[src/design/positional_ordered_list_top_macros.svh]
// Assertion macros for the positional ordered list.
`ifndef POSITIONAL_ORDERED_LIST_TOP_MACROS_SVH
`define POSITIONAL_ORDERED_LIST_TOP_MACROS_SVH

`ifndef SYNTHESIS
`define POL_ASSERT(lbl, prop, msg) \
  lbl: assert property (@(posedge clk_i) disable iff (!rst_ni) prop) else $error(msg);
`define POL_ASSERT_NEVER(lbl, expr, msg) \
  `POL_ASSERT(lbl, !(expr), msg)
`else
`define POL_ASSERT(lbl, prop, msg)
`define POL_ASSERT_NEVER(lbl, expr, msg)
`endif

`endif

[src/design/pol_pkg.sv]
// Shared types and constants of the positional ordered list.
package pol_pkg;

  localparam int unsigned DEPTH_DEFAULT      = 16;
  localparam int unsigned DATA_WIDTH_DEFAULT = 32;
  localparam int unsigned OPCODE_W           = 3;
  localparam int unsigned STATUS_W           = 2;

  typedef enum logic [OPCODE_W-1:0] {
    OP_PUSH_FRONT = 3'd0,
    OP_PUSH_BACK  = 3'd1,
    OP_POP_FRONT  = 3'd2,
    OP_POP_BACK   = 3'd3,
    OP_INSERT_AT  = 3'd4,
    OP_DELETE_AT  = 3'd5,
    OP_DUMP       = 3'd6,
    OP_IGNORED    = 3'd7
  } opcode_e;

  typedef enum logic [STATUS_W-1:0] {
    ST_OK    = 2'd0,
    ST_EMPTY = 2'd1,
    ST_FULL  = 2'd2,
    ST_RANGE = 2'd3
  } status_e;

  typedef enum logic {
    S_IDLE = 1'b0,
    S_DUMP = 1'b1
  } state_e;

  typedef struct packed {
    logic ins;
    logic del;
    logic rot;
  } cell_cmd_t;

endpackage

[src/design/pol_cell.sv]
// One storage cell of the list: holds a word and trades it with its neighbors.
module pol_cell
  import pol_pkg::*;
#(
  parameter int unsigned DEPTH      = DEPTH_DEFAULT,
  parameter int unsigned DATA_WIDTH = DATA_WIDTH_DEFAULT,
  parameter int unsigned INDEX      = 0
) (
  input  logic                             clk_i,
  input  cell_cmd_t                        cmd_i,
  input  logic [$clog2(DEPTH+1)-1:0]       pos_i,
  input  logic [$clog2(DEPTH+1)-1:0]       cnt_i,
  input  logic [DATA_WIDTH-1:0]            new_data_i,
  input  logic [DATA_WIDTH-1:0]            left_i,
  input  logic [DATA_WIDTH-1:0]            right_i,
  input  logic [DATA_WIDTH-1:0]            head_i,
  output logic [DATA_WIDTH-1:0]            data_o
);

  localparam int unsigned CntW = $clog2(DEPTH + 1);
  localparam logic [CntW-1:0] Idx     = CntW'(INDEX);
  localparam logic [CntW-1:0] IdxNext = CntW'(INDEX + 1);

  logic [DATA_WIDTH-1:0] data_q, data_d;

  always_comb begin
    data_d = data_q;
    if (cmd_i.ins) begin
      if (Idx == pos_i) begin
        data_d = new_data_i;
      end else if (Idx > pos_i && Idx <= cnt_i) begin
        data_d = left_i;
      end
    end else if (cmd_i.del) begin
      if (Idx >= pos_i && IdxNext < cnt_i) begin
        data_d = right_i;
      end
    end else if (cmd_i.rot) begin
      if (IdxNext < cnt_i) begin
        data_d = right_i;
      end else if (IdxNext == cnt_i) begin
        data_d = head_i;
      end
    end
  end

  always_ff @(posedge clk_i) begin
    data_q <= data_d;
  end

  assign data_o = data_q;

endmodule

[src/design/pol_ctrl.sv]
// Sequencer of the list: decodes requests, keeps the count and drives the result register.
module pol_ctrl
  import pol_pkg::*;
#(
  parameter int unsigned DEPTH      = DEPTH_DEFAULT,
  parameter int unsigned DATA_WIDTH = DATA_WIDTH_DEFAULT
) (
  input  logic                          clk_i,
  input  logic                          rst_ni,
  input  logic                          req_valid_i,
  output logic                          req_ready_o,
  input  logic [OPCODE_W-1:0]           opcode_i,
  input  logic [$clog2(DEPTH+1)-1:0]    position_i,
  input  logic [DATA_WIDTH-1:0]         head_i,
  input  logic [DATA_WIDTH-1:0]         sel_data_i,
  output cell_cmd_t                     cmd_o,
  output logic [$clog2(DEPTH+1)-1:0]    eff_pos_o,
  output logic [$clog2(DEPTH+1)-1:0]    cnt_o,
  output logic                          dumping_o,
  output logic                          res_valid_o,
  input  logic                          res_ready_i,
  output logic [STATUS_W-1:0]           status_o,
  output logic [DATA_WIDTH-1:0]         out_data_o,
  output logic [$clog2(DEPTH+1)-1:0]    entry_count_o,
  output logic                          last_result_o
);

  localparam int unsigned CntW = $clog2(DEPTH + 1);
  localparam logic [CntW-1:0] FullCnt = CntW'(DEPTH);
  localparam logic [CntW-1:0] One     = CntW'(1);

  state_e                state_q, state_d;
  logic [CntW-1:0]       cnt_q, cnt_d;
  logic [CntW-1:0]       idx_q, idx_d;
  logic                  valid_q, valid_d;
  status_e               status_q, status_d;
  logic [DATA_WIDTH-1:0] data_q, data_d;
  logic [CntW-1:0]       count_q, count_d;
  logic                  last_q, last_d;
  logic                  load;
  logic                  slot_free;
  logic                  fire;
  logic                  full;
  logic                  empty;
  opcode_e               op;

  assign op        = opcode_e'(opcode_i);
  assign slot_free = !valid_q || res_ready_i;
  assign req_ready_o = (state_q == S_IDLE) && slot_free;
  assign fire      = req_valid_i && req_ready_o;
  assign full      = (cnt_q == FullCnt);
  assign empty     = (cnt_q == '0);

  always_comb begin
    unique case (op)
      OP_PUSH_FRONT, OP_POP_FRONT: eff_pos_o = '0;
      OP_PUSH_BACK:                eff_pos_o = cnt_q;
      OP_POP_BACK:                 eff_pos_o = cnt_q - One;
      default:                     eff_pos_o = position_i;
    endcase
  end

  always_comb begin
    state_d  = state_q;
    cnt_d    = cnt_q;
    idx_d    = idx_q;
    cmd_o    = '0;
    load     = 1'b0;
    status_d = ST_OK;
    data_d   = '0;
    last_d   = 1'b1;
    unique case (state_q)
      S_IDLE: begin
        if (fire) begin
          load = 1'b1;
          unique case (op)
            OP_PUSH_FRONT, OP_PUSH_BACK: begin
              if (full) begin
                status_d = ST_FULL;
              end else begin
                cmd_o.ins = 1'b1;
                cnt_d     = cnt_q + One;
              end
            end
            OP_POP_FRONT, OP_POP_BACK: begin
              if (empty) begin
                status_d = ST_EMPTY;
              end else begin
                cmd_o.del = 1'b1;
                data_d    = sel_data_i;
                cnt_d     = cnt_q - One;
              end
            end
            OP_INSERT_AT: begin
              if (full) begin
                status_d = ST_FULL;
              end else if (position_i > cnt_q) begin
                status_d = ST_RANGE;
              end else begin
                cmd_o.ins = 1'b1;
                cnt_d     = cnt_q + One;
              end
            end
            OP_DELETE_AT: begin
              if (empty) begin
                status_d = ST_EMPTY;
              end else if (position_i >= cnt_q) begin
                status_d = ST_RANGE;
              end else begin
                cmd_o.del = 1'b1;
                data_d    = sel_data_i;
                cnt_d     = cnt_q - One;
              end
            end
            OP_DUMP: begin
              if (empty) begin
                status_d = ST_EMPTY;
              end else begin
                load    = 1'b0;
                state_d = S_DUMP;
                idx_d   = '0;
              end
            end
            default: begin
              status_d = ST_OK;
            end
          endcase
        end
      end
      S_DUMP: begin
        if (slot_free) begin
          load      = 1'b1;
          cmd_o.rot = 1'b1;
          data_d    = head_i;
          last_d    = (idx_q + One == cnt_q);
          idx_d     = idx_q + One;
          if (last_d) begin
            state_d = S_IDLE;
          end
        end
      end
      default: begin
        state_d = S_IDLE;
      end
    endcase
    count_d = cnt_d;
    valid_d = load ? 1'b1 : (res_ready_i ? 1'b0 : valid_q);
  end

  always_ff @(posedge clk_i or negedge rst_ni) begin
    if (!rst_ni) begin
      state_q <= S_IDLE;
      cnt_q   <= '0;
      idx_q   <= '0;
      valid_q <= 1'b0;
    end else begin
      state_q <= state_d;
      cnt_q   <= cnt_d;
      idx_q   <= idx_d;
      valid_q <= valid_d;
    end
  end

  always_ff @(posedge clk_i) begin
    if (load) begin
      status_q <= status_d;
      data_q   <= data_d;
      count_q  <= count_d;
      last_q   <= last_d;
    end
  end

  assign cnt_o         = cnt_q;
  assign dumping_o     = (state_q == S_DUMP);
  assign res_valid_o   = valid_q;
  assign status_o      = status_q;
  assign out_data_o    = data_q;
  assign entry_count_o = count_q;
  assign last_result_o = last_q;

endmodule

[src/design/positional_ordered_list_top.sv]
// Top level of the positional ordered list: a row of cells under one sequencer.
// Every request but a dump gives one result, registered at acceptance and valid in the next cycle;
// such requests can be accepted every cycle while the result register drains.
// A dump gives one result per entry, one per cycle while results drain, rotating the
// cell row one step per result, and takes no request until its last result is loaded.
// Reset clears the count, the sequencer state and the result valid; cell words are
// unknown until written and are never read before that.
module positional_ordered_list_top
  import pol_pkg::*;
#(
  parameter int unsigned DEPTH      = DEPTH_DEFAULT,
  parameter int unsigned DATA_WIDTH = DATA_WIDTH_DEFAULT,
  localparam int unsigned CntW  = $clog2(DEPTH + 1),
  localparam int unsigned InW   = ((OPCODE_W + CntW + DATA_WIDTH + 7) / 8) * 8,
  localparam int unsigned OutW  = ((STATUS_W + DATA_WIDTH + CntW + 7) / 8) * 8
) (
  input  logic            clk_i,
  input  logic            rst_ni,
  input  logic            s_axis_tvalid,
  output logic            s_axis_tready,
  // Fields from bit 0: opcode, position, entry_data, zero fill.
  input  logic [InW-1:0]  s_axis_tdata,
  output logic            m_axis_tvalid,
  input  logic            m_axis_tready,
  // Fields from bit 0: status, out_data, entry_count, zero fill.
  output logic [OutW-1:0] m_axis_tdata,
  output logic            m_axis_tlast
);

`include "positional_ordered_list_top_macros.svh"

  localparam logic [CntW-1:0] CntFull = CntW'(DEPTH);

  logic [OPCODE_W-1:0]   opcode;
  logic [CntW-1:0]       position;
  logic [DATA_WIDTH-1:0] entry_data;
  cell_cmd_t             cmd;
  logic [CntW-1:0]       eff_pos;
  logic [CntW-1:0]       cnt;
  logic                  dumping;
  logic [DATA_WIDTH-1:0] sel_data;
  logic [STATUS_W-1:0]   status;
  logic [DATA_WIDTH-1:0] out_data;
  logic [CntW-1:0]       entry_count;
  logic                  s_fire;
  logic [DATA_WIDTH-1:0] cell_data [DEPTH];

  assign opcode     = s_axis_tdata[OPCODE_W-1:0];
  assign position   = s_axis_tdata[OPCODE_W +: CntW];
  assign entry_data = s_axis_tdata[OPCODE_W + CntW +: DATA_WIDTH];
  assign s_fire     = s_axis_tvalid && s_axis_tready;

  for (genvar g = 0; g < DEPTH; g++) begin : g_cell
    logic [DATA_WIDTH-1:0] left;
    logic [DATA_WIDTH-1:0] right;
    if (g == 0) begin : g_first
      assign left = '0;
    end else begin : g_inner_left
      assign left = cell_data[g-1];
    end
    if (g == DEPTH - 1) begin : g_last
      assign right = '0;
    end else begin : g_inner_right
      assign right = cell_data[g+1];
    end
    pol_cell #(
      .DEPTH      (DEPTH),
      .DATA_WIDTH (DATA_WIDTH),
      .INDEX      (g)
    ) u_cell (
      .clk_i      (clk_i),
      .cmd_i      (cmd),
      .pos_i      (eff_pos),
      .cnt_i      (cnt),
      .new_data_i (entry_data),
      .left_i     (left),
      .right_i    (right),
      .head_i     (cell_data[0]),
      .data_o     (cell_data[g])
    );
  end

  always_comb begin
    sel_data = '0;
    for (int i = 0; i < DEPTH; i++) begin
      if (eff_pos == CntW'(i)) begin
        sel_data = sel_data | cell_data[i];
      end
    end
  end

  pol_ctrl #(
    .DEPTH      (DEPTH),
    .DATA_WIDTH (DATA_WIDTH)
  ) u_ctrl (
    .clk_i         (clk_i),
    .rst_ni        (rst_ni),
    .req_valid_i   (s_axis_tvalid),
    .req_ready_o   (s_axis_tready),
    .opcode_i      (opcode),
    .position_i    (position),
    .head_i        (cell_data[0]),
    .sel_data_i    (sel_data),
    .cmd_o         (cmd),
    .eff_pos_o     (eff_pos),
    .cnt_o         (cnt),
    .dumping_o     (dumping),
    .res_valid_o   (m_axis_tvalid),
    .res_ready_i   (m_axis_tready),
    .status_o      (status),
    .out_data_o    (out_data),
    .entry_count_o (entry_count),
    .last_result_o (m_axis_tlast)
  );

  assign m_axis_tdata = OutW'({entry_count, out_data, status});

  `POL_ASSERT_NEVER(a_no_accept_in_dump, dumping && s_axis_tready, "Request taken during a dump.")
  `POL_ASSERT_NEVER(a_count_bound, cnt > CntFull, "Count exceeds the capacity.")
  `POL_ASSERT(a_count_step, s_fire |=> (cnt == $past(cnt) || cnt == $past(cnt) + 1'b1 || cnt + 1'b1 == $past(cnt)), "Count moved by more than one.")
  `POL_ASSERT(a_dump_keeps_count, dumping |=> cnt == $past(cnt), "Count changed during a dump.")

endmodule

[config.mk]
export PLATFORM = sky130hd
export DESIGN_NAME = positional_ordered_list_top
export DESIGN_NICKNAME = d
export VERILOG_FILES = /design/src/design/pol_pkg.sv /design/src/design/pol_cell.sv /design/src/design/pol_ctrl.sv /design/src/design/positional_ordered_list_top.sv
export VERILOG_INCLUDE_DIRS = /design/src /design/src/design
export SDC_FILE = /design/constraint.sdc
export NUM_CORES = 2
export LEC_CHECK = 0
export BUFFER_PORTS_ARGS = -buffer_cell sky130_fd_sc_hd__buf_2
export CAP_MARGIN = 20
export CORE_UTILIZATION = 55
export DETAILED_ROUTE_END_ITERATION = 6
export PLACE_DENSITY = 0.78
export SLEW_MARGIN = 5
export SYNTH_ARGS = -nofsm -noshare
export SYNTH_HDL_FRONTEND = slang
export SYNTH_SLANG_ARGS = --single-unit
[constraint.sdc]
create_clock -name clk_i -period 8.9 [get_ports clk_i]
set_input_delay 2.67 -clock clk_i [delete_from_list [all_inputs] [get_ports clk_i]]
set_output_delay 2.67 -clock clk_i [all_outputs]
set_load 0.02 [all_outputs]
* Yosys cells after proc, flatten, opt, wreduce, memory -nomap -nowiden *
Cells that the tools add are included.

word-level totals
  register bits after elaboration = 564
  output and inout port bits = 43
  word-level logic and storage cells = 474

operators by class
  $add $sub $neg = 3
  order comparisons = 66
  equality and inequality tests = 89
  mux-type cells = 195
  bitwise operators = 17
  reduce and logical (&&, ||, !) cells = 80

operators by type and width
  kind                  count
  $mux W32              148
  $or A32 B32 Y32       15
  $pmux W32 S2          2
  $ne A3 B1 Y1 const B  32
  $eq A4 B5 Y1 const A  16
  $reduce_and A4 Y1     17
  $mux W5               12
  $reduce_bool A4 Y1    15
  $eq A3 B5 Y1 const A  8
  $eq A5 B4 Y1 const B  8
  $ge A4 B5 Y1 const A  8
  $gt A4 B5 Y1 const A  8
  $le A4 B5 Y1 const A  8
  $lt A4 B5 Y1 const A  8
  $logic_and A1 B1 Y1   34
  $eq A2 B5 Y1 const A  4
  $eq A5 B3 Y1 const B  4
  $ge A3 B5 Y1 const A  4
  $gt A3 B5 Y1 const A  4
  $le A3 B5 Y1 const A  4
  $lt A3 B5 Y1 const A  4
  $pmux W5 S4           1
  $mux W1               18
  $pmux W5 S3           1
  other kinds (37)      67

* Longest topological paths before layout *
  word-level depth = 40
  depth in mapped cells = 14
  mapped depth without buffers = 9

* Modules after synthesis *
From an unflattened synthesis, not the netlist that was laid out.

second synthesis, totals
  cells, all modules = 4502
  area total of the unflattened synthesis = 45255.9 µm²

modules (own cells, without submodules)
  module                         instances  cells an instance  area each (µm²)  sequential area each (µm²)
  positional_ordered_list_top    1          583                4404.2           0.0
  pol_cell at g_cell[1].u_cell   1          273                3037.9           960.9
  pol_ctrl                       1          241                2819.0           1501.4
  pol_cell at g_cell[0].u_cell   1          304                2683.8           960.9
  pol_cell at g_cell[2].u_cell   1          229                2662.6           960.9
  pol_cell at g_cell[12].u_cell  1          266                2592.5           960.9
  pol_cell at g_cell[4].u_cell   1          234                2471.1           960.9
  pol_cell at g_cell[15].u_cell  1          242                2441.1           960.9
  pol_cell at g_cell[6].u_cell   1          241                2414.8           960.9
  pol_cell at g_cell[8].u_cell   1          237                2394.8           960.9
  pol_cell at g_cell[3].u_cell   1          242                2296.0           960.9
  pol_cell at g_cell[10].u_cell  1          202                2280.9           960.9
  pol_cell at g_cell[13].u_cell  1          193                2277.2           960.9
  pol_cell at g_cell[5].u_cell   1          243                2254.7           960.9
  +4 rows                        --         --                 --               --

* Worst setup path after synthesis *
No wires, ideal clock.

  path kind = input-to-reg
  from = input s_axis_tdata[6]
  to = register g_cell[6].u_cell.data_q[0] (enable)
  setup time = 0.470 ns
  arrival = 7.005 ns
  data required time = 8.430 ns
  path slack = 1.425 ns
  stages on the path = 10
  buffers on the path = 2
  cells stage by stage = ha_1 > a21o_1 > a21oi_1 > a32oi_1 > o21a_1 > nor2_1 > clkbuf_1 > clkbuf_1 > a21oi_1 > a211oi_1

between the ends
  word-level cells in the longest chain between the ends = 8

RTL lines
  what                                            line                               text
  start, declared                                 positional_ordered_list_top.sv:22  input logic [InW-1:0] s_axis_tdata,
  $gt A5 B5 Y1 or $ge A5 B5 Y1 (tied branches)    pol_ctrl.sv:97, pol_ctrl.sv:107
  $mux W1, on equally long branches               pol_ctrl.sv:97, pol_ctrl.sv:107
  $mux W1, on equally long branches               pol_ctrl.sv:95, pol_ctrl.sv:105
  $pmux W1 S2                                     pol_ctrl.sv:76                     unique case (op)
  $mux W2                                         pol_ctrl.sv:74                     if (fire) begin
  $mux W2                                         pol_ctrl.sv:72                     unique case (state_q)
  $ne A3 B1 Y1 (no line) (tied with other cells)  --
  $reduce_and A4 Y1 (no line) *                   --
  end signal, assigned                            pol_cell.sv:48                     data_q <= data_d;
  end, declared                                   pol_cell.sv:24                     logic [DATA_WIDTH-1:0] data_q, data_d;

Mark *: on every way between the ends. The rest lies on a longest branch, timed or not.
A chain may end at the register's enable or synchronous reset.

* Worst setup path in the final report *
  from = input s_axis_tdata[2]
  to = register g_cell[1].u_cell.data_q[4], data pin

between the ends
  word-level cells in the longest chain between the ends = 7

RTL lines
  what                            line                            text
  $eq A3 B2 Y1                    pol_ctrl.sv:55, pol_ctrl.sv:76
  $reduce_or A2 Y1                pol_ctrl.sv:76
  $pmux W1 S2                     pol_ctrl.sv:76
  $mux W2                         pol_ctrl.sv:74
  $mux W2                         pol_ctrl.sv:72
  $mux W32                        pol_cell.sv:34                  end else if (cmd_i.del) begin
  $mux W32 *                      pol_cell.sv:28                  if (cmd_i.ins) begin
  net g_cell[1].u_cell.data_d[4]  pol_cell.sv:24
  end signal, assigned            pol_cell.sv:48
  end, declared                   pol_cell.sv:24

Mark *: on every way through the listed nets, which the timed path passes. The rest lies on a longest branch.

==> impl_results.md <==
- Power, Total: 14520 uW
- Met3 GRT Util: 15.04%
- Distinct cells, synth: 78
- Sum Neg Setup Slack: 0 ps
- Syn Inst Count: 3984
- VDD IR-drop max: 319.4 uV
- Status: finished, violations left
- GR peak layer: met2
- Gr usage total: 41.92%
- CP dominant cell by count: buf_4
- Slowest CP cell: and2_2
- Post-CTS Hold Fix Bufs: 0
- Post-CTS sizing: 0
- CTS max path bufs: 3
- Failing checks: design-rule violations
- Mapped Avg Cell Area: 9.305 um^2
- First-pass GRT wire length: 213600 um
- CTS root buf: clkbuf_16
- Critical Path RT: 9210 ps
- Min-Delay Path Class: flop to flop
- Setup violations, final: 0
- Largest net degree at the start of global routing: 192
- Buffers added on ports: 85
- Period minus WS final: 6512 ps
- Reg clk slew, reported paths: 60 ps
- Total gr overflow: 0
- Fillers: 5501
- Synthesis-to-layout area growth: 7.571%
- Most used DFF post-synth: edfxtp_1
- Die X-Extent: 261.6 um
- FMAX: 153.6 MHz
- Post-CTS setup buffer count: 0
- Cts bufs inserted: 66
- Share of synthesized registers carrying an async set or reset: 2.128%
- Critical path's top delay family: simple AND/OR/NAND/NOR gates
- Slew headroom: 13.32%
- GR Layer Usage met1: 54.44%
- Gpl congestion: 0.9616
- Yosys warnings: 0
- H-tree lvl count: 3
- Slowest Stage Delay on Critical Path: 1160 ps
- Hold Vio Cnt, Final: 0
- Crit-path cells: buf_2 > nand2b_1 > o31ai_4 > nor2_4 > and3_2 > buf_4 > nand3_2 > buf_4 > and2_2 > a21oi_1
- Worst-Margin Slew: 1300 ps
- DP Cell Count: 4570
- Avg WL per Cell: 31.27 um
- Vias/cell: 7.643
- Power Dens Cells: 364.2 mW/mm^2
- Post-DP HPWL: 77720 um
- Nets: 3831
- Final wirelength: 146900 um
- Met2 usage: 59.28%
- CTS tree: yes
- Max cap viols: 0
- Footprint of the multi-input gates: 0.01851 mm^2
- Row count: 94
- Bufs and invs on worst path: 3
- Starting density of the core: 55.98%
- Netlist Area Pre-Place: 0.03707 mm^2
- Storage element area: 0.01688 mm^2
- WS Path Type: input port to flop
- Synth Net Count: 4039
- Crit end category: flop
- Chip Height: 261.6 um
- TritonCTS sink count: 564
- DP Area: 0.03778 mm^2
- Worst skew pair latency: 630 ps
- DRC viols: 16
- Antenna violations before repair: 8
- Pins Over Slew Limit: 0
- Final ANT Viol Nets: 0
- Startpoint types: input port
- Crit path max fanout: 33
- Number of synthesized flops with an enable pin: 552
- Initial DRT Pass Iterations: 7
- Final Non-Filler Cells: 4697
- Sequential fraction of the synthesis area: 45.53%
- RSZ-0062 raised after global routing: no
- Pleak: 0.01455 uW
- Ratio of cells with drive above 1 in the final layout: 8.760%
- Hold_ws: 518.5 ps
- 1st-iter DRT viols: 7247
- Yosys reg bits: 564
- Worst path arrival time: 6820 ps
- Design area: 0.03988 mm^2
- Final period util: 73.17%
- Die area: 0.06844 mm^2
- Vias in the first global route: 33280
- Final clock skew: 33.95 ps
- Reg2reg setup slack: 3440 ps
- IO Pins: 87
- Area of the core: 0.06622 mm^2
- Vias: 35900
## state kept, by name (all words and copies together), names as in the netlist
register	count
u_ctrl.last_result_o	1
u_ctrl.status_o	2
u_ctrl.res_valid_o	1
u_ctrl.entry_count_o	5
g_cell.u_cell.data_o	512
u_ctrl.idx_q	5
u_ctrl.dumping_o	1
u_ctrl.out_data_o	32
u_ctrl.cnt_o	5
## tightest hold or removal path: stages, from the launching register on
cell	delay [ps]
dfrtp_1	360
nand2_1	50
o21ai_0	70
## cells by family (layout without fill, tap and decap cells)
family / Yosys count / in the layout / synth area share, %
other cells: 1 / 10 / 0.01012
fa+ha+maj: 11 / 11 / 0.3713
flops: 564 / 564 / 45.53
xor+xnor: 13 / 13 / 0.3072
buf+inv: 509 / 349 / 5.843
simple gates: 1455 / 1455 / 18.76
compound gates: 1103 / 1103 / 20.27
mux: 328 / 328 / 8.914
## Yosys cell counts, drive strengths merged (2+ instances only)
master	count	area (um^2)
a2111oi	28	251.5
a211oi	104	798.3
a21o	2	15.01
a21oi	349	1747
a221o	3	30.03
a221oi	15	131.4
a222oi	5	50.05
a22o	17	148.9
a22oi	121	913.4
a31oi	104	650.6
a32oi	3	26.28
a41oi	2	17.52
and2	44	275.3
and3	285	1783
and4	28	245.2
buf	129	739.4
clkbuf	311	1167
dfrtp	12	300.3
edfxtp	552	16580
ha	11	137.6
inv	68	255.2
mux2	4	45.04
mux2i	323	3237
nand2	730	2748
nand2b	9	56.30
nand3	180	900.9
nand4	2	12.51
nor2	54	217.7
nor2b	35	219.0
nor3	72	365.3
nor3b	2	15.01
nor4	4	25.02
o21a	4	30.03
o21ai	64	324.1
o221ai	161	1410
o22ai	43	269.0
o2bb2ai	59	516.8
o31a	2	17.52
o31ai	5	56.30
o32ai	2	17.52
or3	4	25.02
xnor2	9	78.83
xor2	4	35.03
## stage by stage
stage | setup WS, ps | utilization (%)
final | 2388 | 60.22
after global routing | 2396 | 60.20
after CTS | 2622 | 60.12
after detailed placement | 2097 | 57.06
after global placement | 2142 | 57.06
after floorplan | 1425 | -
## area by class of cell
| type | instances | share of cell area [%] |
|---|---|---|
| Multi-Input combinational cell | 2911 | 46.42 |
| Sequential cell | 564 | 42.32 |
| Clock buffer | 81 | 4.493 |
| Timing Repair Buffer | 164 | 2.749 |
| Tap cell | 864 | 2.711 |
| Inverter | 69 | 0.6495 |
| Clock inverter | 35 | 0.5993 |
| Antenna cell | 9 | 0.05648 |
## power by group
group | internal [uW] | switching, uW | total (uW)
combinational | 2130 | 4710 | 6840
clock | 1490 | 1180 | 2670
sequential | 4320 | 691 | 5010
total | 7930 | 6590 | 14500
## final timing paths
| check | from | end | depth (start not counted) |
|---|---|---|---|
| worst max-delay path | s_axis_tdata[2] | g_cell[1].u_cell.data_o[4] | 10 |
| worst min-delay path | u_ctrl.idx_q[4] | u_ctrl.idx_q[4] | 2 |
| worst max register to register | u_ctrl.cnt_o[1] | g_cell[1].u_cell.data_o[4] | 11 |
| worst min register to register | u_ctrl.idx_q[4] | u_ctrl.idx_q[4] | 2 |
| max in group asynchronous | rst_ni | u_ctrl.cnt_o[0] | 1 |
| min in group asynchronous | rst_ni | u_ctrl.idx_q[1] | 1 |
## layout by cell type, fill, tap and decap left out, drive strengths merged, types with 12 or more instances in the layout
cell type,count
and2,44
o221ai,161
inv,70
edfxtp,552
a21oi,349
o21ai,64
nand2,730
clkbuf,81
nand3,180
o22ai,43
buf,164
a221oi,15
nor2b,35
nor2,54
a22o,17
a31oi,104
mux2i,323
a2111oi,28
clkinv,32
a211oi,104
and3,285
dfrtp,12
and4,28
nor3,72
o2bb2ai,59
a22oi,121
## layer usage
metal / wire (um) / up-vias
met5: 80 / -
li1: - / 14720
met1: 49210 / 16500
met4: 11520 / 6
met3: 26540 / 934
met2: 59510 / 3740
(Power assumes the default switching activity.)
